### src/hw/rtl/dbrc_pkg.sv
`default_nettype none

package dbrc_pkg;

    localparam int WEIGHT_W = 16;
    localparam int TIME_W   = 32;
    localparam int CFG_W    = 16;

    localparam logic [CFG_W-1:0] THRESHOLD_RESET = 16'd10;
    localparam logic [CFG_W-1:0] HOLDOFF_RESET   = 16'd1000;

    typedef enum logic [1:0] {
        FUNC_SAMPLE     = 2'd0,
        FUNC_LINK       = 2'd1,
        FUNC_OBOX_RESET = 2'd2
    } func_t;

    typedef enum logic [1:0] {
        CFG_ENABLED   = 2'd0,
        CFG_THRESHOLD = 2'd1,
        CFG_HOLDOFF   = 2'd2
    } cfg_index_t;

    // one result word
    typedef struct packed {
        logic                known;
        logic [WEIGHT_W-1:0] weight;
        logic                last;
    } word_t;

    // front to queue, second word only together with the first
    typedef struct packed {
        logic  push0;
        logic  push1;
        word_t w0;
        word_t w1;
    } push_t;

    typedef struct packed {
        logic room2;
        logic empty;
    } queue_status_t;

endpackage

`default_nettype wire

### src/hw/rtl/dbrc_front.sv
`default_nettype none

module dbrc_front (
    input  wire logic                            clk,
    input  wire logic                            rst_n,
    input  wire logic                            cfg_valid,
    input  wire logic [1:0]                      cfg_index,
    input  wire logic [dbrc_pkg::CFG_W-1:0]      cfg_data,
    input  wire logic                            in_accept,
    input  wire logic [1:0]                      func,
    input  wire logic                            sample_known,
    input  wire logic [dbrc_pkg::WEIGHT_W-1:0]   weight_dg,
    input  wire logic                            force_req,
    input  wire logic [dbrc_pkg::TIME_W-1:0]     now_ms,
    input  wire logic                            outbox_accepts,
    output dbrc_pkg::push_t                      push
);
    import dbrc_pkg::*;

    logic                enabled_reg;
    logic [CFG_W-1:0]    threshold_reg;
    logic [CFG_W-1:0]    holdoff_reg;

    logic                lk_reg, lk_next;
    logic [WEIGHT_W-1:0] lw_reg, lw_next;
    logic                have_reg, have_next;
    logic                rv_reg, rv_next;
    logic                rk_reg, rk_next;
    logic [WEIGHT_W-1:0] rw_reg, rw_next;
    logic [TIME_W-1:0]   rt_reg, rt_next;
    logic                hp_reg, hp_next;
    logic                hk_reg, hk_next;
    logic [WEIGHT_W-1:0] hw_reg, hw_next;

    logic [TIME_W-1:0]   elapsed;
    logic                win0, win1;
    logic                flush;
    logic                rv1, rk1;
    logic [WEIGHT_W:0]   diff_r, diff_h, mag_r, mag_h;
    logic                far_r, far_h, far;
    logic                worth, hold, issue_new;

    always_ff @(posedge clk or negedge rst_n)
    begin
        if (!rst_n)
        begin
            enabled_reg   <= 1'b0;
            threshold_reg <= THRESHOLD_RESET;
            holdoff_reg   <= HOLDOFF_RESET;
        end
        else if (cfg_valid)
        begin
            unique case (cfg_index_t'(cfg_index))
                CFG_ENABLED:   enabled_reg   <= cfg_data[0];
                CFG_THRESHOLD: threshold_reg <= cfg_data;
                CFG_HOLDOFF:   holdoff_reg   <= cfg_data;
                default: ;
            endcase
        end
    end

    // hold-off window and deadband, the second test sees the state after a flush
    always_comb
    begin
        elapsed   = now_ms - rt_reg;
        win0      = elapsed < {{(TIME_W-CFG_W){1'b0}}, holdoff_reg};
        diff_r    = {weight_dg[WEIGHT_W-1], weight_dg} - {rw_reg[WEIGHT_W-1], rw_reg};
        diff_h    = {weight_dg[WEIGHT_W-1], weight_dg} - {hw_reg[WEIGHT_W-1], hw_reg};
        mag_r     = diff_r[WEIGHT_W] ? (~diff_r + 1'b1) : diff_r;
        mag_h     = diff_h[WEIGHT_W] ? (~diff_h + 1'b1) : diff_h;
        far_r     = mag_r >= {1'b0, threshold_reg};
        far_h     = mag_h >= {1'b0, threshold_reg};
        flush     = hp_reg && (force_req || !win0) && outbox_accepts;
        rv1       = flush ? 1'b1 : rv_reg;
        rk1       = flush ? hk_reg : rk_reg;
        far       = flush ? far_h : far_r;
        win1      = flush ? (holdoff_reg != '0) : win0;
        worth     = force_req || !rv1 || (sample_known != rk1)
                    || (sample_known && far);
        hold      = worth && !force_req && rv1 && (sample_known == rk1) && win1;
        issue_new = worth && !hold && outbox_accepts;
    end

    always_comb
    begin
        lk_next   = lk_reg;
        lw_next   = lw_reg;
        have_next = have_reg;
        rv_next   = rv_reg;
        rk_next   = rk_reg;
        rw_next   = rw_reg;
        rt_next   = rt_reg;
        hp_next   = hp_reg;
        hk_next   = hk_reg;
        hw_next   = hw_reg;
        push      = '0;
        if (in_accept)
        begin
            unique case (func_t'(func))
                FUNC_SAMPLE:
                begin
                    lk_next   = sample_known;
                    lw_next   = weight_dg;
                    have_next = 1'b1;
                    if (enabled_reg)
                    begin
                        if (flush)
                        begin
                            rv_next    = 1'b1;
                            rk_next    = hk_reg;
                            rw_next    = hw_reg;
                            rt_next    = now_ms;
                            hp_next    = 1'b0;
                            push.push0 = 1'b1;
                            push.w0    = '{known: hk_reg, weight: hw_reg, last: !issue_new};
                        end
                        if (hold)
                        begin
                            hp_next = 1'b1;
                            hk_next = sample_known;
                            hw_next = weight_dg;
                        end
                        else if (issue_new)
                        begin
                            rv_next = 1'b1;
                            rk_next = sample_known;
                            rw_next = weight_dg;
                            rt_next = now_ms;
                            hp_next = 1'b0;
                            if (flush)
                            begin
                                push.push1 = 1'b1;
                                push.w1    = '{known: sample_known, weight: weight_dg,
                                               last: 1'b1};
                            end
                            else
                            begin
                                push.push0 = 1'b1;
                                push.w0    = '{known: sample_known, weight: weight_dg,
                                               last: 1'b1};
                            end
                        end
                    end
                end
                FUNC_LINK:
                begin
                    if (have_reg && enabled_reg)
                    begin
                        rv_next = 1'b0;
                        hp_next = 1'b0;
                        if (outbox_accepts)
                        begin
                            rv_next    = 1'b1;
                            rk_next    = lk_reg;
                            rw_next    = lw_reg;
                            rt_next    = now_ms;
                            push.push0 = 1'b1;
                            push.w0    = '{known: lk_reg, weight: lw_reg, last: 1'b1};
                        end
                    end
                end
                FUNC_OBOX_RESET:
                begin
                    rv_next = 1'b0;
                    hp_next = 1'b0;
                end
                default: ;
            endcase
        end
    end

    always_ff @(posedge clk or negedge rst_n)
    begin
        if (!rst_n)
        begin
            lk_reg   <= 1'b0;
            lw_reg   <= '0;
            have_reg <= 1'b0;
            rv_reg   <= 1'b0;
            rk_reg   <= 1'b0;
            rw_reg   <= '0;
            rt_reg   <= '0;
            hp_reg   <= 1'b0;
            hk_reg   <= 1'b0;
            hw_reg   <= '0;
        end
        else
        begin
            lk_reg   <= lk_next;
            lw_reg   <= lw_next;
            have_reg <= have_next;
            rv_reg   <= rv_next;
            rk_reg   <= rk_next;
            rw_reg   <= rw_next;
            rt_reg   <= rt_next;
            hp_reg   <= hp_next;
            hk_reg   <= hk_next;
            hw_reg   <= hw_next;
        end
    end

endmodule

`default_nettype wire

### src/hw/rtl/dbrc_queue.sv
`default_nettype none

module dbrc_queue #(
    parameter int DEPTH = 4
) (
    input  wire logic                    clk,
    input  wire logic                    rst_n,
    input  wire dbrc_pkg::push_t         push,
    input  wire logic                    pop,
    output dbrc_pkg::word_t              head,
    output dbrc_pkg::queue_status_t      status
);
    import dbrc_pkg::*;

    localparam int PTR_W = (DEPTH > 1) ? $clog2(DEPTH) : 1;
    localparam int CNT_W = $clog2(DEPTH + 1);

    word_t             mem [DEPTH];
    logic [PTR_W-1:0]  wr_reg, wr_next;
    logic [PTR_W-1:0]  rd_reg, rd_next;
    logic [PTR_W-1:0]  wr_plus1;
    logic [CNT_W-1:0]  cnt_reg, cnt_next;

    function automatic logic [PTR_W-1:0] ptr_inc(input logic [PTR_W-1:0] p);
        logic [PTR_W-1:0] r;
        r = (p == PTR_W'(DEPTH - 1)) ? '0 : p + 1'b1;
        return r;
    endfunction

    always_comb
    begin
        wr_plus1 = ptr_inc(wr_reg);
        wr_next  = wr_reg;
        if (push.push1)
            wr_next = ptr_inc(wr_plus1);
        else if (push.push0)
            wr_next = wr_plus1;
        rd_next  = pop ? ptr_inc(rd_reg) : rd_reg;
        cnt_next = cnt_reg + CNT_W'(push.push0) + CNT_W'(push.push1) - CNT_W'(pop);
    end

    always_ff @(posedge clk)
    begin
        if (push.push0)
            mem[wr_reg] <= push.w0;
        if (push.push1)
            mem[wr_plus1] <= push.w1;
    end

    always_ff @(posedge clk or negedge rst_n)
    begin
        if (!rst_n)
        begin
            wr_reg  <= '0;
            rd_reg  <= '0;
            cnt_reg <= '0;
        end
        else
        begin
            wr_reg  <= wr_next;
            rd_reg  <= rd_next;
            cnt_reg <= cnt_next;
        end
    end

    assign head   = mem[rd_reg];
    assign status = '{room2: (cnt_reg <= CNT_W'(DEPTH - 2)), empty: (cnt_reg == '0)};

endmodule

`default_nettype wire

### src/hw/rtl/dbrc_back.sv
`default_nettype none

module dbrc_back (
    input  wire logic                            clk,
    input  wire logic                            rst_n,
    input  wire dbrc_pkg::word_t                 head,
    input  wire logic                            empty,
    output logic                                 pop,
    output logic                                 out_valid,
    input  wire logic                            out_stall,
    output logic                                 report_known,
    output logic signed [dbrc_pkg::WEIGHT_W-1:0] report_weight,
    output logic                                 last
);
    import dbrc_pkg::*;

    logic                valid_reg;
    logic                known_reg;
    logic [WEIGHT_W-1:0] weight_reg;
    logic                last_reg;

    assign pop = !empty && (!valid_reg || !out_stall);

    always_ff @(posedge clk or negedge rst_n)
    begin
        if (!rst_n)
            valid_reg <= 1'b0;
        else if (pop)
            valid_reg <= 1'b1;
        else if (!out_stall)
            valid_reg <= 1'b0;
    end

    // unknown reports carry an empty payload
    always_ff @(posedge clk)
    begin
        if (pop)
        begin
            known_reg  <= head.known;
            weight_reg <= head.known ? head.weight : '0;
            last_reg   <= head.last;
        end
    end

    assign out_valid     = valid_reg;
    assign report_known  = known_reg;
    assign report_weight = $signed(weight_reg);
    assign last          = last_reg;

endmodule

`default_nettype wire

### src/hw/rtl/deadband_report_coalescer.sv
// Weight report coalescer: decides per event (sample, link connected, outbox reset)
// whether to emit zero, one or two report words, using a deadband on the weight, a
// known/unknown status check and a hold-off window that coalesces same-status reports
// into one pending report. Events are classified and the state updated at acceptance,
// so a new event can be taken every cycle while the word queue has room for two words
// (in_stall is high otherwise). Report words leave the output register at one per
// cycle while out_stall is low; the first word of an event passes through the word
// queue and then the output register before it is shown. The word that closes an
// event has last set. Configuration writes are always taken (cfg_ready high)
// and must be made while no event is in flight.
`default_nettype none

module deadband_report_coalescer #(
    parameter int QUEUE_DEPTH = 4
) (
    input  wire logic                            clk,
    input  wire logic                            rst_n,
    input  wire logic                            cfg_valid,
    output logic                                 cfg_ready,
    input  wire logic [1:0]                      cfg_index,
    input  wire logic [dbrc_pkg::CFG_W-1:0]      cfg_data,
    input  wire logic                            in_valid,
    output logic                                 in_stall,
    input  wire logic [1:0]                      func,
    input  wire logic                            sample_known,
    input  wire logic signed [dbrc_pkg::WEIGHT_W-1:0] weight_dg,
    input  wire logic                            force_req,
    input  wire logic [dbrc_pkg::TIME_W-1:0]     now_ms,
    input  wire logic                            outbox_accepts,
    output logic                                 out_valid,
    input  wire logic                            out_stall,
    output logic                                 report_known,
    output logic signed [dbrc_pkg::WEIGHT_W-1:0] report_weight,
    output logic                                 last
);
    import dbrc_pkg::*;

    push_t         push;
    word_t         head;
    queue_status_t q_status;
    logic          pop;
    logic          in_accept;

    assign cfg_ready = 1'b1;
    assign in_stall  = !q_status.room2;
    assign in_accept = in_valid && !in_stall;

    dbrc_front u_front (
        .clk            (clk),
        .rst_n          (rst_n),
        .cfg_valid      (cfg_valid),
        .cfg_index      (cfg_index),
        .cfg_data       (cfg_data),
        .in_accept      (in_accept),
        .func           (func),
        .sample_known   (sample_known),
        .weight_dg      (weight_dg),
        .force_req      (force_req),
        .now_ms         (now_ms),
        .outbox_accepts (outbox_accepts),
        .push           (push)
    );

    dbrc_queue #(
        .DEPTH (QUEUE_DEPTH)
    ) u_queue (
        .clk    (clk),
        .rst_n  (rst_n),
        .push   (push),
        .pop    (pop),
        .head   (head),
        .status (q_status)
    );

    dbrc_back u_back (
        .clk           (clk),
        .rst_n         (rst_n),
        .head          (head),
        .empty         (q_status.empty),
        .pop           (pop),
        .out_valid     (out_valid),
        .out_stall     (out_stall),
        .report_known  (report_known),
        .report_weight (report_weight),
        .last          (last)
    );

    // the second word of an event is queued with the first, so it follows at once
    a_pair_follows: assert property (@(posedge clk) disable iff (!rst_n)
        out_valid && !out_stall && !last |=> out_valid)
        else $error("second report word of an event did not follow");

    a_valid_from_queue: assert property (@(posedge clk) disable iff (!rst_n)
        $rose(out_valid) |-> $past(!q_status.empty))
        else $error("report word shown without a queued word");

    a_push_needs_room: assert property (@(posedge clk) disable iff (!rst_n)
        push.push0 |-> in_accept)
        else $error("word pushed without an accepted event");

endmodule

`default_nettype wire

### config.mk
export PLATFORM = sky130hd
export DESIGN_NAME = deadband_report_coalescer
export DESIGN_NICKNAME = d
export VERILOG_FILES = /design/src/hw/rtl/dbrc_pkg.sv /design/src/hw/rtl/dbrc_front.sv /design/src/hw/rtl/dbrc_queue.sv /design/src/hw/rtl/dbrc_back.sv /design/src/hw/rtl/deadband_report_coalescer.sv
export SDC_FILE = /design/constraint.sdc
export NUM_CORES = 1
export LEC_CHECK = 0
export BUFFER_PORTS_ARGS = -buffer_cell sky130_fd_sc_hd__buf_2
export CORE_AREA = 2 2 176 178
export DETAILED_ROUTE_END_ITERATION = 10
export DIE_AREA = 0 0 178 180
export PLACE_DENSITY_LB_ADDON = 0.25
export SYNTH_ARGS = -nofsm -noshare
export SYNTH_HDL_FRONTEND = slang
export SYNTH_SLANG_ARGS = --single-unit
### constraint.sdc
create_clock -name clk -period 7.69 [get_ports clk]
set_input_delay 0.769 -clock clk [delete_from_list [all_inputs] [get_ports clk]]
set_output_delay 0.769 -clock clk [all_outputs]
set_load 0.005 [all_outputs]
==> results of run 1 <==
[layer usage]
| metal | vias to the layer above | global-route usage | part of all wire |
|---|---|---|---|
| li1 | 6010 | - | - |
| met1 | 6135 | 0.344 | 0.45 |
| met2 | 399 | 0.400 | 0.47 |
| met3 | 63 | 0.0307 | 0.055 |
| met4 | 0 | 0.0669 | 0.024 |
| met5 | - | 0 | 0 |
[through the flow]
step	power (uW)	worst slack, ns	util	cells
3_5_place_dp	4560	0.0242	0.547	2011
5_1_grt	6200	0.0310	0.574	2056
4_1_cts	5770	0.528	0.574	2056
6_report	5760	0.470	0.574	2056
2_1_floorplan	3800	0.615	-	1546
3_3_place_gp	4480	0.206	0.547	2011
[cell type report]
type	instances	area, um2
sequential	217	5890
fill	2599	12900
multi-input combinational	1126	8830
inverter	142	533
timing repair buffer	130	753
clock inverter	15	140
tap	396	495
clock buffer	30	676
[synth_stat cells, drive strengths merged (6+ instances only)]
| cell | number |
|---|---|
| nor2b | 29 |
| a211o | 6 |
| a22o | 96 |
| nor2 | 67 |
| a21o | 23 |
| nand4 | 22 |
| o22ai | 6 |
| mux2 | 69 |
| o21bai | 8 |
| o211ai | 8 |
| a211oi | 15 |
| edfxtp | 90 |
| dfstp | 8 |
| dfrtp | 119 |
| o21a | 17 |
| nand2b | 14 |
| nor3 | 22 |
| buf | 15 |
| clkbuf | 46 |
| o31ai | 11 |
| a221o | 23 |
| o21ai | 134 |
| xor2 | 23 |
| and2 | 16 |
| ha | 126 |
| inv | 141 |
| nand2 | 86 |
| a21boi | 7 |
| a31oi | 10 |
| and3 | 9 |
| mux4 | 17 |
| or3 | 10 |
| xnor2 | 43 |
| nor4 | 13 |
| a21oi | 77 |
| nand3 | 30 |
[worst max-delay path by stage]
stage,startpoint,to,cells after the start
3_3_place_gp,weight_dg[0],u_queue.cnt_reg[2],36
6_report,weight_dg[0],u_queue.cnt_reg[2],37
2_1_floorplan,weight_dg[4],u_queue.cnt_reg[1],31
4_1_cts,weight_dg[0],u_queue.cnt_reg[2],37
5_1_grt,now_ms[0],u_queue.mem[3][9],32
3_5_place_dp,weight_dg[0],u_queue.cnt_reg[2],37
[power by group through the flow]
stage | Clock [uW] | Sequential [uW] | Combinational [uW]
4_1_cts | 1200 | 1670 | 2900
2_1_floorplan | 0 | 1620 | 2180
5_1_grt | 1240 | 1700 | 3250
3_3_place_gp | 0 | 1670 | 2810
6_report | 1180 | 1670 | 2920
3_5_place_dp | 0 | 1680 | 2880
[worst register-to-register path, delay by kind of cell, from the launching register on]
family	cells	cell delay [ns]
compound gates	12	2.62
fa+ha+maj	6	1.89
simple gates	10	1.37
buf+inv	4	0.41
flops	1	0.39
xor+xnor	2	0.33
[kinds of logic after synthesis]
logic type / count (synthesis) / share of synthesized area
AND/OR/NAND/NOR: 339 / 0.113
flip-flops: 217 / 0.380
multiplexers: 91 / 0.0783
other: 1 / 0.000242
buffers and inverters: 203 / 0.0522
AO/OA/AOI/OAI: 498 / 0.231
adder cells (fa/ha/maj): 131 / 0.108
XOR/XNOR: 66 / 0.0373
==> results.json, run 1 <==
{
  "run_status": "complete, no violations",
  "layout_cell_share_with_drive_strength_beyond_1": 0.170,
  "number_of_different_library_cells_in_the_post_synthesis_netlist": 94,
  "num_io_pins": 97,
  "comb_power_share": 0.506,
  "timing.critical_path.from_type": "input pin",
  "clock-sinks": 217,
  "synthesis.instances": 1546,
  "ys_async_sr_fraction": 0.585,
  "cts_resized": 0,
  "power-per-cell-area_mw_per_mm2": 333,
  "clock_power_share": 0.205,
  "grt_antenna_before_repair": 0,
  "first_global_vias": 12382,
  "drt_wl_total_um": 39500,
  "final-max-slew-violation-count": 0,
  "drv.max_cap_violation_count": 0,
  "drtIter0Drc": 929,
  "design.final.nets": 1849,
  "worst_path_most_repeated_cell": "sky130_fd_sc_hd__nand2_1",
  "worstPathBufferInverterCount": 6,
  "yosys.area.top_type_share": 0.192,
  "remaining_drc_errors": 0,
  "worst_min_delay_path_class": "in -> async",
  "worst-endpoint-arrival_ns": 7.62,
  "switching_share": 0.404,
  "number_of_flip_flops_under_the_largest_register_name": 72,
  "reg2regPathDepth": 34,
  "mostFrequentLayoutCell": "sky130_fd_sc_hd__inv_1",
  "worst_ir_drop_vdd_v": 0.000185,
  "die_extent_in_y_um": 180,
  "min_period_ns": 7.22,
  "numCtsBuffers": 25,
  "syn_area_per_cell_um2": 10.0,
  "grt_use_total": 0.245,
  "timing.critical_path.slowest_stage_cell": "sky130_fd_sc_hd__fa_1",
  "design_area_mm2": 0.0173,
  "synth_sequential_area_ratio": 0.380,
  "ys_top_cells_by_area": "sky130_fd_sc_hd__dfrtp_1 19%, sky130_fd_sc_hd__edfxtp_1 17%, sky130_fd_sc_hd__ha_1 10%",
  "die_area_mm2": 0.0320,
  "critical_path.endpoint_type": "flip-flop",
  "timing.clock.skew_ns": 0.0109,
  "worst_hold_slack_ns": 0.201,
  "clk_latency_ns": 0.52,
  "maxClockFrequency_mhz": 139,
  "power.static_leakage_uw": 0.00735,
  "cts_tree": "done",
  "grt_pass1_wl_um": 64200,
  "area_delta_synth_final_pct": 11.8,
  "setup.worst_path.class": "in -> reg",
  "setup_viol": 0,
  "overflow": 0,
  "setup_repair_after_global_routing_missed_its_margin": "no",
  "cp_top_family": "adder cells",
  "timing.critical_path.fanout_max": 7,
  "die_width_um": 178,
  "clock_tree.htree_level_count": 1,
  "clkTransAtPathRegs_ns": 0.06,
  "timing.final.hold_violations": 0,
  "clockRootBuffer": "sky130_fd_sc_hd__clkbuf_16",
  "synth.yosys.warnings": 0,
  "synthesis.area_mm2": 0.0155,
  "grt_start_max_net_pins": 52,
  "worst_ep_required_time_ns": 8.09,
  "netSwitchingPower_uw": 2330,
  "ys_ff_latch": 217,
  "max_slew.worst_pin.slew_ns": 1.18,
  "detail_route.vias_per_cell": 6.13,
  "ctsHoldBuffers": 0,
  "synth_fp_nets": 1753,
  "total_of_buffers_placed_on_input_and_output_ports": 95,
  "synth_flop_cell": "sky130_fd_sc_hd__dfrtp_1",
  "core_area_mm2": 0.0302,
  "internal_power_uw": 3430,
  "cell_accounting_for_the_most_synthesized_area": "sky130_fd_sc_hd__dfrtp_1",
  "placedInstanceArea_mm2": 0.0165,
  "synth-edff-count": 90,
  "detailedRoute.firstPassIterationCount": 5,
  "antenna_cells_inserted": 0,
  "post_cts.repair.setup_buffers": 0,
  "timing.max_slew.rel_slack": 0.216,
  "final.setup.tns_ns": 0,
  "sequentialPowerShare": 0.289,
  "ant_nets": 0,
  "reg2reg_from": "u_front.hw_reg[4]",
  "clock_path_buffers": 3,
  "initial_utilization": 0.513,
  "min_period_over_period": 0.939,
  "routedWlPerCell_um": 19.2,
  "r2r_setup_slack_ns": 0.55,
  "biggest_cell_delay_along_the_critical_path_ns": 0.43,
  "total_number_of_placement_rows": 64,
  "num_vias": 12607,
  "regToRegEndpoint": "u_queue.cnt_reg[2]",
  "mostFrequentLayoutCells": "139 x sky130_fd_sc_hd__inv_1, 126 x sky130_fd_sc_hd__ha_1, 119 x sky130_fd_sc_hd__dfrtp_1",
  "place_hpwl_um": 29900,
  "place_congestion": 0.978
}
Note: power is estimated with default switching activity, not from simulation.
==> inputs of run 2 (changes only) <==
Settings changed: REMOVE_ABC_BUFFERS set to 1.
==> results.json, run 2 (synthesized netlist as in run 1, its figures left out) <==
{
  "run_status": "complete, no violations",
  "total_number_of_placement_rows": 64,
  "worst_hold_slack_ns": 0.219,
  "clock_path_buffers": 3,
  "cts_resized": 0,
  "total_of_buffers_placed_on_input_and_output_ports": 95,
  "worst_ir_drop_vdd_v": 0.000223,
  "num_io_pins": 97,
  "grt_use_total": 0.246,
  "power-per-cell-area_mw_per_mm2": 336,
  "routedWlPerCell_um": 18.9,
  "place_hpwl_um": 29100,
  "min_period_over_period": 0.933,
  "maxClockFrequency_mhz": 139,
  "core_area_mm2": 0.0302,
  "timing.max_slew.rel_slack": 0.347,
  "global_route_track_usage_on_met1": 0.328,
  "power.static_leakage_uw": 0.00741,
  "layout_cell_share_with_drive_strength_beyond_1": 0.176,
  "die_area_mm2": 0.0320,
  "initial_utilization": 0.513,
  "mostFrequentLayoutCell": "sky130_fd_sc_hd__inv_1",
  "worst_path_most_repeated_cell": "sky130_fd_sc_hd__nand2_1",
  "grt_pass1_wl_um": 64500,
  "num_vias": 12636,
  "design.final.nets": 1857,
  "minimum_setup_slack_after_placement_ns": 0.0948,
  "mostFrequentLayoutCells": "139 x sky130_fd_sc_hd__inv_1, 126 x sky130_fd_sc_hd__ha_1, 119 x sky130_fd_sc_hd__dfrtp_1",
  "timing.clock.skew_ns": 0.0201,
  "setup.worst_path.class": "reg -> reg",
  "final-max-slew-violation-count": 0,
  "ctsHoldBuffers": 0,
  "drv.max_cap_violation_count": 0,
  "die_width_um": 178,
  "ff_latch_area_mm2": 0.00589,
  "number_of_flip_flops_under_the_largest_register_name": 72,
  "ant_nets": 0,
  "first_global_vias": 12554,
  "clk_latency_ns": 0.55,
  "setup_viol": 0,
  "max_slew.worst_pin.slew_ns": 0.977,
  "multi_input_area_mm2": 0.00882,
  "timing.critical_path.fanout_max": 6,
  "timing.critical_path.slowest_stage_cell": "sky130_fd_sc_hd__a221o_1",
  "post_route_total_power_uw": 5860,
  "detailedRoute.firstPassIterationCount": 5,
  "biggest_cell_delay_along_the_critical_path_ns": 0.41,
  "timing.final.hold_violations": 0,
  "cts_tree": "done",
  "area_delta_synth_final_pct": 12.7,
  "clock_tree.htree_level_count": 1,
  "overflow": 0,
  "setup_ws_ns": 0.515,
  "die_extent_in_y_um": 180,
  "worst_ep_required_time_ns": 8.11,
  "final.setup.tns_ns": 0,
  "timing.critical_path.from_type": "flip-flop",
  "detail_route.vias_per_cell": 6.11,
  "grt_busiest_layer": "met2",
  "numCtsBuffers": 26,
  "gr-usage-met3": 0.0324,
  "clockRootBuffer": "sky130_fd_sc_hd__clkbuf_16",
  "drtIter0Drc": 1027,
  "worst-endpoint-arrival_ns": 7.59,
  "remaining_drc_errors": 0,
  "critical_path.endpoint_type": "flip-flop",
  "place_congestion": 0.906,
  "clock-sinks": 217,
  "nFillCells": 2629,
  "grt_start_max_net_pins": 79,
  "grt_antenna_before_repair": 4,
  "clkTransAtPathRegs_ns": 0.06,
  "min_period_ns": 7.18,
  "fin_util": 0.578,
  "setup_repair_after_global_routing_missed_its_margin": "no",
  "drt_wl_total_um": 39100,
  "post_cts.repair.setup_buffers": 0,
  "global_route.usage.met2": 0.416,
  "worst_min_delay_path_class": "in -> async"
}
run 2: layout make-up:
class | count | area share
multi-input cells | 1126 | 0.505
flip-flops and latches | 217 | 0.337
repair buffers | 137 | 0.0457
clock buffers | 31 | 0.0413
inverters | 142 | 0.0305
well taps | 396 | 0.0284
clock inverters | 17 | 0.0113
diodes | 2 | 0.000287
run 2: power by group:
group	internal [uW]	total [uW]	switching, uW
clock	777	1290	517
combinational	1250	2910	1650
sequential	1490	1660	167
run 2: worst paths after layout:
| check | slack (ns) | cells past startpoint | end | from |
|---|---|---|---|---|
| worst max-delay path | 0.51 | 34 | u_queue.cnt_reg[2] | u_front.hw_reg[4] |
| worst min register to register | 0.50 | 1 | u_front.rt_reg[0] | u_front.rt_reg[0] |
| worst max register to register | 0.51 | 34 | u_queue.cnt_reg[2] | u_front.hw_reg[4] |
| min in group clk | 0.45 | 2 | u_front.rt_reg[0] | now_ms[0] |
| max in group asynchronous | 6.20 | 2 | u_front.hw_reg[0] | rst_n |
| worst min-delay path | 0.22 | 1 | u_back.out_valid | rst_n |
run 2: routing by layer:
layer / vias up / wire length, um
met3: 78 / 2090
li1: 6021 / -
met5: - / 8
met2: 366 / 18700
met1: 6169 / 17100
met4: 2 / 1090
run 2: worst max-delay path, delay by kind of cell, from the launching register on:
kind / cells / cell delay [ns]
compound gates: 12 / 2.63
xor+xnor: 2 / 0.33
fa+ha+maj: 6 / 1.90
buf+inv: 4 / 0.39
flops: 1 / 0.39
simple gates: 10 / 1.42
run 2: stage by stage:
step                instances  instance area (um2)
floorplan                1485                15200
global placement         2018                16500
detailed placement       2018                16500
CTS                      2066                17500
global route             2067                17500
finish                   2068                17500
